--- src/grmd_pkg.sv ---
// Package for the glucose rise meal detector.
// Holds field widths, register indexes, result codes and saturation.
// No dependencies.
`timescale 1ns / 1ps

package grmd_pkg;

    localparam int LEVEL_W = 16;
    localparam int TIME_W  = 32;
    localparam int THR_W   = 15;
    localparam int ACT_W   = 16;
    localparam int ACC_W   = 24;
    localparam int PROD_W  = 48;
    localparam int NUM_W   = 24;
    localparam int DEN_W   = 33;

    localparam int CFG_IDX_W  = 3;
    localparam int CFG_DATA_W = 16;

    // Register indexes on the configuration port.
    localparam logic [CFG_IDX_W-1:0] REG_RATE_LO = 3'd0;
    localparam logic [CFG_IDX_W-1:0] REG_RATE_HI = 3'd1;
    localparam logic [CFG_IDX_W-1:0] REG_W_LO    = 3'd2;
    localparam logic [CFG_IDX_W-1:0] REG_W_HI    = 3'd3;
    localparam logic [CFG_IDX_W-1:0] REG_HIST    = 3'd4;
    localparam logic [CFG_IDX_W-1:0] REG_DET_LO  = 3'd5;
    localparam logic [CFG_IDX_W-1:0] REG_DET_HI  = 3'd6;
    localparam logic [CFG_IDX_W-1:0] REG_MODE    = 3'd7;

    // Carbohydrate levels.
    localparam logic [1:0] CARB_NONE     = 2'd0;
    localparam logic [1:0] CARB_PROBABLE = 2'd1;
    localparam logic [1:0] CARB_DETECTED = 2'd2;

    // Ceiling of 2^24 / 10, exact for dividends below 2^22.
    localparam int RECIP_SHIFT = 24;
    localparam logic [20:0] RECIP_TEN = 21'd1677722;

    // Clamp a wide signed value to the signed 16-bit range.
    function automatic logic signed [ACT_W-1:0] sat_act(input logic signed [ACC_W-1:0] v);
        logic signed [ACT_W-1:0] r;
        if (v > $signed(ACC_W'(32767))) begin
            r = 16'sh7FFF;
        end else if (v < -$signed(ACC_W'(32768))) begin
            r = 16'sh8000;
        end else begin
            r = v[ACT_W-1:0];
        end
        return r;
    endfunction

endpackage

--- src/grmd_ram.sv ---
// Generic single-port-write, single-port-read RAM with registered read.
// No dependencies.
`timescale 1ns / 1ps

module grmd_ram #(
    parameter int WIDTH = 32,
    parameter int DEPTH = 12
) (
    input  logic                                   aclk,
    input  logic                                   wr_en,
    input  logic [(DEPTH > 1 ? $clog2(DEPTH) : 1)-1:0] wr_addr,
    input  logic [WIDTH-1:0]                       wr_data,
    input  logic [(DEPTH > 1 ? $clog2(DEPTH) : 1)-1:0] rd_addr,
    output logic [WIDTH-1:0]                       rd_data
);

    logic [WIDTH-1:0] mem [DEPTH];

    // Write port and registered read port.
    always_ff @(posedge aclk) begin
        if (wr_en) begin
            mem[wr_addr] <= wr_data;
        end
        rd_data <= mem[rd_addr];
    end

endmodule

--- src/grmd_bonus.sv ---
// Bonus scaler: computes round(0.1 * sum) in Q8.8 with a reciprocal multiply.
// Depends on grmd_pkg.
`timescale 1ns / 1ps

module grmd_bonus #(
    parameter int SUM_W = 13
) (
    input  logic               aclk,
    input  logic [SUM_W-1:0]   sum,
    output logic [SUM_W+5:0]   bonus
);
    import grmd_pkg::*;

    localparam int X_W = SUM_W + 9;
    localparam int P_W = X_W + 21;

    logic [X_W-1:0] x;
    logic [P_W-1:0] prod;

    // (sum * 256 + 5) / 10, the divide done as a multiply by the reciprocal.
    assign x    = {1'b0, sum, 8'h00} + X_W'(5);
    assign prod = P_W'(x) * P_W'(RECIP_TEN);

    always_ff @(posedge aclk) begin
        bonus <= prod[RECIP_SHIFT +: SUM_W + 6];
    end

endmodule

--- src/glucose_rise_meal_detector_unit.sv ---
// Glucose rise meal detector, top level.
// A sample passes two threshold multiplies, then one walk over the history RAM at one entry
// per cycle, then the bonus and final steps. A first sample or a request with detection off
// is reported from the start step instead. One request at a time: the next is taken in idle,
// once the result is registered; a segment stop returns to idle without a result. Reset
// (aresetn, synchronous) restores register defaults and clears the history fill count; no
// clearing pass.
`timescale 1ns / 1ps

module glucose_rise_meal_detector_unit #(
    parameter int HISTORY_DEPTH = 12,
    parameter int PEAK_SPAN     = 4
) (
    input  logic        aclk,
    input  logic        aresetn,
    input  logic        s_tvalid,
    output logic        s_tready,
    input  logic [47:0] s_tdata,   // glucose_level [15:0], sample_time [47:16]
    input  logic [0:0]  s_tuser,   // action [0]
    output logic        m_tvalid,
    input  logic        m_tready,
    output logic [23:0] m_tdata,   // activation_value [15:0], carb_level [17:16], zero
    output logic [0:0]  m_tuser,   // activation_valid [0]
    input  logic        cfg_wr_en,
    input  logic [grmd_pkg::CFG_IDX_W-1:0]  cfg_index,
    input  logic [grmd_pkg::CFG_DATA_W-1:0] cfg_data
);
    import grmd_pkg::*;

    localparam int IDX_W = (HISTORY_DEPTH > 1) ? $clog2(HISTORY_DEPTH) : 1;
    localparam int CNT_W = $clog2(HISTORY_DEPTH + 1);
    localparam int SUM_W = $clog2(HISTORY_DEPTH * HISTORY_DEPTH + 1);
    localparam int BON_W = SUM_W + 6;
    localparam int AD_W  = IDX_W + 2;

    localparam logic [3:0] ST_IDLE  = 4'd0;
    localparam logic [3:0] ST_START = 4'd1;
    localparam logic [3:0] ST_PREP  = 4'd2;
    localparam logic [3:0] ST_MUL   = 4'd3;
    localparam logic [3:0] ST_CMP   = 4'd4;
    localparam logic [3:0] ST_WALK  = 4'd5;
    localparam logic [3:0] ST_BONUS = 4'd6;
    localparam logic [3:0] ST_FINAL = 4'd7;

    // Configuration registers.
    logic [THR_W-1:0]        rate_lo_reg, rate_hi_reg, w_lo_reg, w_hi_reg, hist_thr_reg;
    logic signed [ACT_W-1:0] det_lo_reg, det_hi_reg;
    logic [1:0]              mode_reg;

    // Control and state.
    logic [3:0]        state_reg, state_next;
    logic              started_reg;
    logic [LEVEL_W-1:0] last_level_reg;
    logic [TIME_W-1:0]  last_time_reg;
    logic [CNT_W-1:0]  fill_reg;
    logic [IDX_W-1:0]  wp_reg;

    // Per-request working registers.
    logic                     in_action_reg;
    logic [LEVEL_W-1:0]       in_level_reg;
    logic [TIME_W-1:0]        in_time_reg;
    logic signed [LEVEL_W:0]  dl_reg;
    logic signed [TIME_W:0]   dt_reg;
    logic signed [NUM_W-1:0]  num_reg;
    logic [DEN_W-1:0]         den_reg;
    logic [PROD_W-1:0]        prod_reg;
    logic                     tsel_reg;
    logic signed [ACC_W-1:0]  act_reg, actm_reg;
    logic                     rise_br_reg, fall_br_reg;
    logic [CNT_W-1:0]         i_reg, pidx_reg;
    logic                     pend_reg;
    logic [SUM_W-1:0]         sum_reg;
    logic signed [ACT_W-1:0]  peak_reg;

    // Result register.
    logic                     m_tvalid_reg, m_flag_reg;
    logic signed [ACT_W-1:0]  m_value_reg;
    logic [1:0]               m_carb_reg;

    logic out_free;
    logic res_load;
    assign out_free = !m_tvalid_reg || m_tready;
    assign s_tready = (state_reg == ST_IDLE);
    assign m_tvalid = m_tvalid_reg;
    assign m_tdata  = {6'd0, m_carb_reg, m_value_reg};
    assign m_tuser  = m_flag_reg;

    // A new result is loaded into the result register in this cycle.
    assign res_load = out_free && ((state_reg == ST_FINAL)
                      || ((state_reg == ST_START) && !in_action_reg
                          && (!mode_reg[0] || !started_reg)));

    // Level difference widened to the numerator width.
    logic signed [NUM_W-1:0] dl_ext;
    assign dl_ext = NUM_W'(dl_reg);

    // History RAM: rise entry in the upper half, fall entry in the lower half.
    logic                 ram_we;
    logic [IDX_W-1:0]     ram_raddr;
    logic [2*ACT_W-1:0]   ram_wdata, ram_rdata;

    grmd_ram #(.WIDTH(2 * ACT_W), .DEPTH(HISTORY_DEPTH)) u_hist (
        .aclk    (aclk),
        .wr_en   (ram_we),
        .wr_addr (wp_reg),
        .wr_data (ram_wdata),
        .rd_addr (ram_raddr),
        .rd_data (ram_rdata)
    );

    // Bonus scaler, result registered in the cycle after the sum settles.
    logic [BON_W-1:0] bonus;

    grmd_bonus #(.SUM_W(SUM_W)) u_bonus (
        .aclk  (aclk),
        .sum   (sum_reg),
        .bonus (bonus)
    );

    // Entry i (0 newest) sits at wp - 1 - i, wrapped.
    logic [AD_W-1:0] addr_raw, addr_wrap;
    always_comb begin
        addr_raw  = AD_W'(wp_reg) + AD_W'(HISTORY_DEPTH - 1) - AD_W'(i_reg);
        addr_wrap = (addr_raw >= AD_W'(HISTORY_DEPTH)) ? addr_raw - AD_W'(HISTORY_DEPTH)
                                                       : addr_raw;
        ram_raddr = addr_wrap[IDX_W-1:0];
    end

    // Threshold product and comparisons.
    logic [THR_W-1:0]        thr_sel, w_sel;
    logic [PROD_W-1:0]       prod_next;
    logic signed [PROD_W:0]  num_ext, prod_s;
    logic                    num_gt, num_lt;
    always_comb begin
        thr_sel   = tsel_reg ? rate_hi_reg : rate_lo_reg;
        w_sel     = tsel_reg ? w_hi_reg : w_lo_reg;
        prod_next = PROD_W'(thr_sel) * PROD_W'(den_reg);
        num_ext   = {{(PROD_W + 1 - NUM_W){num_reg[NUM_W-1]}}, num_reg};
        prod_s    = {1'b0, prod_reg};
        num_gt    = num_ext > prod_s;
        num_lt    = num_ext < -prod_s;
    end

    // History tests on the entry read back from the RAM.
    logic signed [ACT_W-1:0] r_val, f_val;
    logic signed [23:0]      r5, f5, thrv;
    logic                    rise_hit, fall_hit, peak_take;
    always_comb begin
        r_val = ram_rdata[2*ACT_W-1:ACT_W];
        f_val = ram_rdata[ACT_W-1:0];
        r5    = {{8{r_val[ACT_W-1]}}, r_val} * 24'sd5;
        f5    = {{8{f_val[ACT_W-1]}}, f_val} * 24'sd5;
        thrv  = $signed(24'(hist_thr_reg) * 24'd5 + (24'(pidx_reg) << 8));
        rise_hit  = r5 >= thrv;
        fall_hit  = f5 <= -thrv;
        peak_take = (32'(pidx_reg) < 32'(PEAK_SPAN))
                    && ((pidx_reg == '0) || (r_val > peak_reg));
    end

    // Final activation with bonus and saturation.
    logic signed [ACC_W-1:0] bon_s, act_f, actm_f;
    logic signed [ACT_W-1:0] act_sat, actm_sat;
    always_comb begin
        bon_s = $signed(ACC_W'(bonus));
        if (rise_br_reg) begin
            act_f  = act_reg + bon_s;
            actm_f = actm_reg;
        end else if (fall_br_reg) begin
            act_f  = {{(ACC_W - ACT_W){peak_reg[ACT_W-1]}}, peak_reg} - bon_s;
            actm_f = actm_reg - bon_s;
        end else begin
            act_f  = act_reg;
            actm_f = actm_reg;
        end
        act_sat   = sat_act(act_f);
        actm_sat  = sat_act(actm_f);
        ram_wdata = {act_sat, actm_sat};
        ram_we    = (state_reg == ST_FINAL) && out_free;
    end

    // Carbohydrate level of the activation reported at this step.
    logic signed [ACT_W-1:0] carb_in;
    logic [1:0]              carb;
    always_comb begin
        carb_in = (state_reg == ST_FINAL) ? act_sat : '0;
        if (carb_in > det_hi_reg) begin
            carb = CARB_DETECTED;
        end else if (carb_in > det_lo_reg) begin
            carb = CARB_PROBABLE;
        end else begin
            carb = CARB_NONE;
        end
    end

    // Sequencer.
    always_comb begin
        state_next = state_reg;
        unique case (state_reg)
            ST_IDLE:  if (s_tvalid) state_next = ST_START;
            ST_START: begin
                if (in_action_reg) begin
                    state_next = ST_IDLE;
                end else if (!mode_reg[0] || !started_reg) begin
                    if (out_free) state_next = ST_IDLE;
                end else begin
                    state_next = ST_PREP;
                end
            end
            ST_PREP:  state_next = ST_MUL;
            ST_MUL:   state_next = ST_CMP;
            ST_CMP:   state_next = tsel_reg ? ST_WALK : ST_MUL;
            ST_WALK:  if (i_reg == fill_reg && !pend_reg) state_next = ST_BONUS;
            ST_BONUS: state_next = ST_FINAL;
            ST_FINAL: if (out_free) state_next = ST_IDLE;
            default:  state_next = ST_IDLE;
        endcase
    end

    always_ff @(posedge aclk) begin
        if (!aresetn) begin
            rate_lo_reg    <= THR_W'(26);
            rate_hi_reg    <= THR_W'(51);
            w_lo_reg       <= THR_W'(256);
            w_hi_reg       <= THR_W'(512);
            hist_thr_reg   <= THR_W'(512);
            det_lo_reg     <= 16'sd256;
            det_hi_reg     <= 16'sd512;
            mode_reg       <= 2'b11;
            state_reg      <= ST_IDLE;
            started_reg    <= 1'b0;
            last_level_reg <= '0;
            last_time_reg  <= '0;
            fill_reg       <= '0;
            wp_reg         <= '0;
            m_tvalid_reg   <= 1'b0;
            pend_reg       <= 1'b0;
        end else begin
            state_reg <= state_next;

            // Configuration writes.
            if (cfg_wr_en) begin
                unique case (cfg_index)
                    REG_RATE_LO: rate_lo_reg  <= cfg_data[THR_W-1:0];
                    REG_RATE_HI: rate_hi_reg  <= cfg_data[THR_W-1:0];
                    REG_W_LO:    w_lo_reg     <= cfg_data[THR_W-1:0];
                    REG_W_HI:    w_hi_reg     <= cfg_data[THR_W-1:0];
                    REG_HIST:    hist_thr_reg <= cfg_data[THR_W-1:0];
                    REG_DET_LO:  det_lo_reg   <= $signed(cfg_data);
                    REG_DET_HI:  det_hi_reg   <= $signed(cfg_data);
                    REG_MODE:    mode_reg     <= cfg_data[1:0];
                    default:     ;
                endcase
            end

            if (m_tvalid_reg && m_tready && !res_load) begin
                m_tvalid_reg <= 1'b0;
            end

            unique case (state_reg)
                ST_IDLE: begin
                    if (s_tvalid) begin
                        in_action_reg <= s_tuser[0];
                        in_level_reg  <= s_tdata[15:0];
                        in_time_reg   <= s_tdata[47:16];
                    end
                end
                ST_START: begin
                    dl_reg   <= $signed({1'b0, in_level_reg}) - $signed({1'b0, last_level_reg});
                    dt_reg   <= $signed({1'b0, in_time_reg}) - $signed({1'b0, last_time_reg});
                    tsel_reg <= 1'b0;
                    act_reg  <= '0;
                    actm_reg <= '0;
                    if (in_action_reg) begin
                        started_reg    <= 1'b0;
                        last_level_reg <= '0;
                        last_time_reg  <= '0;
                        fill_reg       <= '0;
                    end else if (!mode_reg[0] && out_free) begin
                        m_tvalid_reg <= 1'b1;
                        m_flag_reg   <= 1'b0;
                        m_value_reg  <= '0;
                        m_carb_reg   <= CARB_NONE;
                    end else if (!started_reg && out_free) begin
                        started_reg    <= 1'b1;
                        last_level_reg <= in_level_reg;
                        last_time_reg  <= in_time_reg;
                        m_tvalid_reg   <= 1'b1;
                        m_flag_reg     <= 1'b1;
                        m_value_reg    <= '0;
                        m_carb_reg     <= carb;
                    end
                end
                ST_PREP: begin
                    // Rate numerator 60 * dl, sign moved onto it so the gap is positive.
                    if (dt_reg < 0) begin
                        num_reg <= -((dl_ext <<< 6) - (dl_ext <<< 2));
                        den_reg <= DEN_W'(-dt_reg);
                    end else begin
                        num_reg <= (dl_ext <<< 6) - (dl_ext <<< 2);
                        den_reg <= DEN_W'(dt_reg);
                    end
                end
                ST_MUL: prod_reg <= prod_next;
                ST_CMP: begin
                    if (den_reg != '0) begin
                        if (num_gt) act_reg  <= $signed(ACC_W'(w_sel));
                        if (num_lt) actm_reg <= -$signed(ACC_W'(w_sel));
                    end
                    tsel_reg <= 1'b1;
                    i_reg    <= '0;
                    pend_reg <= 1'b0;
                    sum_reg  <= '0;
                    peak_reg <= '0;
                    if (tsel_reg) begin
                        rise_br_reg <= 1'b0;
                        fall_br_reg <= 1'b0;
                    end
                end
                ST_WALK: begin
                    // Branch decided on the first walk cycle from the final weights.
                    if (i_reg == '0 && !pend_reg) begin
                        rise_br_reg <= act_reg >= $signed(ACC_W'(w_lo_reg));
                        fall_br_reg <= !(act_reg >= $signed(ACC_W'(w_lo_reg))) && mode_reg[1]
                                       && (actm_reg <= -$signed(ACC_W'(w_lo_reg)));
                    end
                    if (i_reg != fill_reg) begin
                        i_reg    <= i_reg + 1'b1;
                        pidx_reg <= i_reg;
                        pend_reg <= 1'b1;
                    end else begin
                        pend_reg <= 1'b0;
                    end
                    if (pend_reg) begin
                        if (rise_br_reg && rise_hit) sum_reg <= sum_reg + SUM_W'(pidx_reg);
                        if (fall_br_reg && fall_hit) sum_reg <= sum_reg + SUM_W'(pidx_reg);
                        if (peak_take) peak_reg <= r_val;
                    end
                end
                ST_BONUS: ;
                ST_FINAL: begin
                    if (out_free) begin
                        wp_reg <= (wp_reg == IDX_W'(HISTORY_DEPTH - 1)) ? '0 : wp_reg + 1'b1;
                        if (fill_reg != CNT_W'(HISTORY_DEPTH)) fill_reg <= fill_reg + 1'b1;
                        last_level_reg <= in_level_reg;
                        last_time_reg  <= in_time_reg;
                        m_tvalid_reg   <= 1'b1;
                        m_flag_reg     <= 1'b1;
                        m_value_reg    <= act_sat;
                        m_carb_reg     <= carb;
                    end
                end
                default: ;
            endcase
        end
    end

endmodule
--- config.mk ---
export PLATFORM = sky130hd
export DESIGN_NAME = glucose_rise_meal_detector_unit
export DESIGN_NICKNAME = d
export VERILOG_FILES = /design/src/grmd_pkg.sv /design/src/grmd_ram.sv /design/src/grmd_bonus.sv /design/src/glucose_rise_meal_detector_unit.sv
export SDC_FILE = /design/constraint.sdc
export NUM_CORES = 2
export LEC_CHECK = 0
export ABC_CLOCK_PERIOD_IN_PS = 9300
export BUFFER_PORTS_ARGS = -buffer_cell sky130_fd_sc_hd__buf_2
export CORE_MARGIN = 1
export CORE_UTILIZATION = 66
export CTS_BUF_LIST = sky130_fd_sc_hd__clkbuf_4
export DETAILED_ROUTE_END_ITERATION = 10
export HOLD_SLACK_MARGIN = 0.1
export PLACE_DENSITY = 0.83
export SLEW_MARGIN = 20
export SYNTH_ARGS = -nofsm -noshare
export SYNTH_HDL_FRONTEND = slang
export SYNTH_SLANG_ARGS = --single-unit
--- constraint.sdc ---
create_clock -name aclk -period 9.3 [get_ports aclk]
set_input_delay 0.93 -clock aclk [delete_from_list [all_inputs] [get_ports aclk]]
set_output_delay 0.93 -clock aclk [all_outputs]
set_load 0.01 [all_outputs]
==> Yosys cells after proc, flatten, opt, wreduce, memory -nomap -nowiden <==
Memories as Yosys holds them, arrays and structs flattened. A register that Yosys moved wholly into a read port is not among the register bits.
Cells that the tools add are included.
{ "word_totals": {"regBits": 492, "out_inout_bits": 27, "n_memories": 1, "inputBits": 73, "wordCells": 264, "ramBits": 384} }
{ "classes": {"muxes": 86, "reduce_logical": 61, "addsub": 21, "n_eq_ne": 37, "multipliers": 5, "magnitude_cmp": 16} }
{ "mem_list": {"columns": ["name", "depth", "word_bits", "read_ports", "rd_ports_with_merged_regs", "wr", "line", "rtl"], "rows": [
  ["u_hist.mem", 12, 32, 1, 1, 1, "grmd_ram.sv:17", "logic [WIDTH-1:0] mem [DEPTH];"]
]} }
{ "ops": {"columns": ["cell", "n"], "rows": [
  ["$mux 16", 15],
  ["$mux 24", 9],
  ["$mux 32", 4],
  ["$pmux 16 s2", 3],
  ["$pmux 24 s2", 2],
  ["$pmux 32 s2", 1],
  ["$gt 24x49->1", 1],
  ["$lt 24x49->1", 1],
  ["$neg 48->49", 1],
  ["$gt 16x16->1", 3],
  ["$gt 24x16->1 const B", 2],
  ["$lt 24x16->1 const B", 2],
  ["$mul 15x33->48", 1],
  ["$neg 15->24", 2],
  ["$mux 4", 11],
  ["$mul 16x4->20 const B", 2],
  ["$mul 17x20->37 const B", 1],
  ["$lt 33x1->1 const B", 1],
  ["$mux 33", 1],
  ["$neg 33->33", 1],
  ["$reduce_bool 33->1", 1],
  ["$sub 32x32->33", 1],
  ["$pmux 4 s8", 1],
  ["$mux 15", 2],
  ["54 further kinds", 157]
]} }

==> Logic depth before layout (Yosys ltp) <==
{ "logic_depth": {"word_depth": 14, "mapped_depth": 30, "depth_no_buf": 26} }

==> Modules after synthesis <==
From an unflattened synthesis, not the netlist that was laid out.
{ "unflattened": {"cells_unflattened": 6413, "hier_area_um2": 66927.9} }
{ "modules_own_cells": {"columns": ["mod", "seq_area_each_um2", "area_per_inst_um2", "instances", "cells_each"], "rows": [
  ["glucose_rise_meal_detector_unit", 12271.8, 48626.6, 1, 5404],
  ["grmd_ram", 12171.7, 15173.3, 1, 664],
  ["grmd_bonus", 280.3, 3128.0, 1, 345]
]} }

==> Worst setup path before layout <==
OpenSTA, ideal clock, no wires.
{ "synth_path": {"kind": "reg2reg", "start": "register tsel_reg", "end": "register prod_reg[41] (data pin)", "setup_time_ps": 259, "path_stages_with_launch": 30, "arrival_time_ps": 8021, "required_time_ps": 9041, "synth_period_minus_slack_ps": 8280, "slack_ps": 1020, "path_buffers": 6, "cell_sequence": "edfxtp_1 clkbuf_1 buf_1 clkbuf_1 buf_1 mux2_2 clkbuf_1 nand2_1 fa_1 inv_1 fa_1 fa_1 inv_1 fa_1 inv_1 fa_1 inv_1 fa_1 inv_1 ha_1 clkbuf_1 nand3_1 or3_1 o211a_1 a31oi_1 a221oi_1 o21a_1 o21ai_0 a31oi_1 xnor2_1"} }
{ "synth_via": {"elab_chain_len": 2} }
{ "synth_rtl": {"columns": ["item", "line", "rtl"], "rows": [
  ["start, declared", "glucose_rise_meal_detector_unit.sv:67", "logic tsel_reg;"],
  ["start signal, assigned", "glucose_rise_meal_detector_unit.sv:270", "tsel_reg <= 1'b0;"],
  ["start signal, assigned", "glucose_rise_meal_detector_unit.sv:309", "tsel_reg <= 1'b1;"],
  ["$mux 15", "glucose_rise_meal_detector_unit.sv:135", "thr_sel = tsel_reg ? rate_hi_reg : rate_lo_reg;"],
  ["$mul 15x33->48", "glucose_rise_meal_detector_unit.sv:137", "prod_next = PROD_W'(thr_sel) * PROD_W'(den_reg);"],
  ["named net prod_next[41]", "glucose_rise_meal_detector_unit.sv:131", "logic [PROD_W-1:0] prod_next;"],
  ["end signal, assigned", "glucose_rise_meal_detector_unit.sv:303", "ST_MUL: prod_reg <= prod_next;"],
  ["end, declared", "glucose_rise_meal_detector_unit.sv:66", "logic [PROD_W-1:0] prod_reg;"]
]} }
The timed path passes the listed nets, and every way through them passes these cells.
A chain may end at the register's enable or synchronous reset.

==> Worst setup path in the final report <==
Same ends and word-level chain as after synthesis.

==> results_dict.tcl <==
set metrics [dict create \
    synth_compound_area_share_pct 9.61 \
    fin_ws_ps 563 \
    drcViolationCount 0 \
    grt_use_total_pct 34.4 \
    synthCells 6408 \
    place.gp.congestion 0.998 \
    startpoint_type "flop" \
    regArea_sq_mm 0.0247 \
    drt_iter0_markers 4004 \
    antenna_found_initial 11 \
    grt_overflow 0 \
    final-hold-violation-count 0 \
    arrival_ps 9580 \
    status "completed" \
    grt_pass1_vias 51000 \
    setup-tns-final_ps 0 \
    clock_path_buffers 3 \
    ios 100 \
    cts_buffers 219 \
    finalMaxSlewViolations 0 \
    clk_latency_ps 1150 \
    synthesis.area_sq_mm 0.0668 \
    yosysSeqAreaShare_pct 37.0 \
    hpwl_mm 127 \
    yosys_warnings 0 \
    h-tree-depth 4 \
    final_cell_mix "inv_1 (791), nand2_1 (705), edfxtp_1 (678)" \
    finish.utilization_pct 72.2 \
    setup_viol 0 \
    wl_per_cell_microns 21.5 \
    grt_pass1_wl_mm 273 \
    tritoncts "built" \
    synth-seq-cells 896 \
    core_region_area_sq_mm 0.100 \
    synth_cell_types 92 \
    root_buffer "clkbuf_4" \
    startpoint "tsel_reg" \
    drv_cap 0 \
    num-nets-final 7779 \
    skew_ps 95.8 \
    synth_fa_ha_area_share_pct 25.5 \
    avgViaCountPerCell 6.14 \
    p_leak_nw 30.6 \
    synth.area.mux_share_pct 4.34 \
    crit_fanout 33 \
    path_clk_slew_ps 80 \
    fp-row-count 116 \
    layout_commonest_cell "inv_1" \
    layout-drive-gt1-share_pct 10.2 \
    relSlewSlack_pct 18.4 \
    cellPowerDensity_mw_per_mm2 130 \
    die_y_microns 320 \
    antenna_left 0 \
    hp-class "input pin to flop" \
    synth.avg_cell_area_sq_um 10.4 \
    worst_ep_required_time_ps 10140 \
    synthArstFlopShare_pct 0 \
    multiInputGateArea_sq_mm 0.0385 \
    grt_start_max_net_pins 91 \
    critical_path_class "flop to flop" \
    ir_drop_v 0.000149 \
    end_kind "flop" \
    numPortBuffers 93 \
    area_growth_pct 8.20 \
    num_vias 49800 \
    min_period_ps 8740 \
    firstDrtPassIters 7 \
    initial_core_util_pct 66.7 \
    ctsResizeCount 0 \
    cts_num_sinks 896 \
    rsz0062_at_grt "no" \
    hold_start "cfg_data[2]" \
    clock.fmax_mhz 114 \
    largest_register_ffs 384 \
    synth_top_family_by_area "adder cells" \
    dieArea_sq_mm 0.102 \
    finalPower_mw 9.40 \
    synth_edf_count 678 \
    fin_crit_sh_pct 93.9 \
    tightest_slew_ps 1220 \
    ys.flop_type "edfxtp_1" \
    dp_slack_ps 702 \
    r2r_start "tsel_reg" \
    fillers 6910 \
    synth-xor-area-share_pct 4.26 \
    routed_wl_mm 175 \
    die_x_microns 320 \
    yosys.area_share.simple_pct 13.5 \
]
==> power by group <==
| group | internal [mW] | switching (mW) | leakage (nW) |
|---|---|---|---|
| logic | 0.602 | 0.966 | 20.9 |
| registers | 4.34 | 0.0259 | 8.00 |
| clock network | 1.73 | 1.73 | 1.75 |
| total | 6.67 | 2.72 | 30.6 |
==> path summary, 6_finish.rpt <==
check,depth (start not counted),to,slack [ps]
setup / recovery,24,prod_reg[41],560
setup reg to reg,24,prod_reg[41],560
hold reg to reg,0,den_reg[0],440
hold / removal,3,w_lo_reg[2],210
==> through the flow <==
step	hold WS [ps]	instance area, sq um	std cells
2_1_floorplan	432	66800	6414
3_3_place_gp	438	68700	7636
3_5_place_dp	444	68700	7636
4_1_cts	105	72200	8099
5_1_grt	116	72300	8109
6_report	210	72300	8112
==> final cells by class <==
class                      instances  share of cell area, %
clock inverter                    85                  0.753
inverter                         792                   4.12
antenna                           12                 0.0416
sequential                       896                   34.2
multi-input combinational       4503                   53.3
timing repair buffer             200                   1.94
tap                             1298                   2.25
clock buffer                     326                   3.39
==> what timing repair did <==
item,in CTS,in global routing
hold endpoints to repair,55,0
buffers inserted,0,0
hold buffers,52,0
==> synth_stat cells, drive strengths merged, types with 10 or more instances <==
| cell type | instances | area share [%] |
|---|---|---|
| a211oi | 33 | 0.37 |
| a21boi | 17 | 0.19 |
| a21o | 139 | 1.6 |
| a21oi | 427 | 3.2 |
| a221oi | 12 | 0.16 |
| a31oi | 26 | 0.24 |
| and2 | 84 | 0.79 |
| and3 | 40 | 0.37 |
| buf | 35 | 0.26 |
| clkbuf | 188 | 1.1 |
| dfxtp | 218 | 6.5 |
| edfxtp | 678 | 30 |
| fa | 442 | 13 |
| ha | 652 | 12 |
| inv | 792 | 4.5 |
| mux2 | 10 | 0.17 |
| mux2i | 62 | 0.93 |
| mux4 | 96 | 3.2 |
| nand2 | 706 | 4.0 |
| nand2b | 72 | 0.67 |
| nand3 | 137 | 1.0 |
| nand4 | 66 | 0.62 |
| nor2 | 286 | 1.6 |
| nor2b | 243 | 2.3 |
| nor3 | 91 | 0.69 |
| nor3b | 10 | 0.12 |
| nor4 | 45 | 0.48 |
| o211ai | 16 | 0.18 |
| o21a | 47 | 0.53 |
| o21ai | 200 | 1.5 |
| o21bai | 16 | 0.18 |
| o31ai | 27 | 0.33 |
| o41ai | 11 | 0.16 |
| or2 | 20 | 0.19 |
| or3 | 30 | 0.29 |
| xnor2 | 245 | 3.2 |
| xor2 | 80 | 1.0 |
==> routing by layer <==
layer | vias to the layer above | GRT usage (%) | routed length [microns]
li1 | 22600 | - | -
met3 | 567 | 6.33 | 14100
met2 | 2284 | 58.2 | 85300
met1 | 24400 | 40.7 | 63700
met4 | 8 | 21.2 | 11300
met5 | - | 0 | 51
==> critical path, stage by stage, from the launching register on <==
cell	delay, ps
edfxtp_1	950
buf_4	320
mux2_2	700
nand2_1	190
fa_1	590
inv_1	60
fa_1	500
fa_1	520
inv_1	50
fa_1	480
inv_1	60
fa_1	550
inv_1	60
fa_1	540
inv_1	40
ha_1	360
nand3_1	220
or3_1	430
o211a_1	270
a31oi_1	370
a221oi_1	250
o21a_1	290
o21ai_0	320
a31oi_1	160
xnor2_1	140
==> logic make-up (layout without fill, tap and decap cells) <==
family,after synthesis,after routing
simple gates,1860,1860
fa+ha+maj,1097,1097
compound gates,1046,1046
buf+inv,1015,1403
flops,896,896
xor+xnor,325,325
mux,168,168
other cells,1,19
No activity file was read; power rests on OpenSTA's default activity.
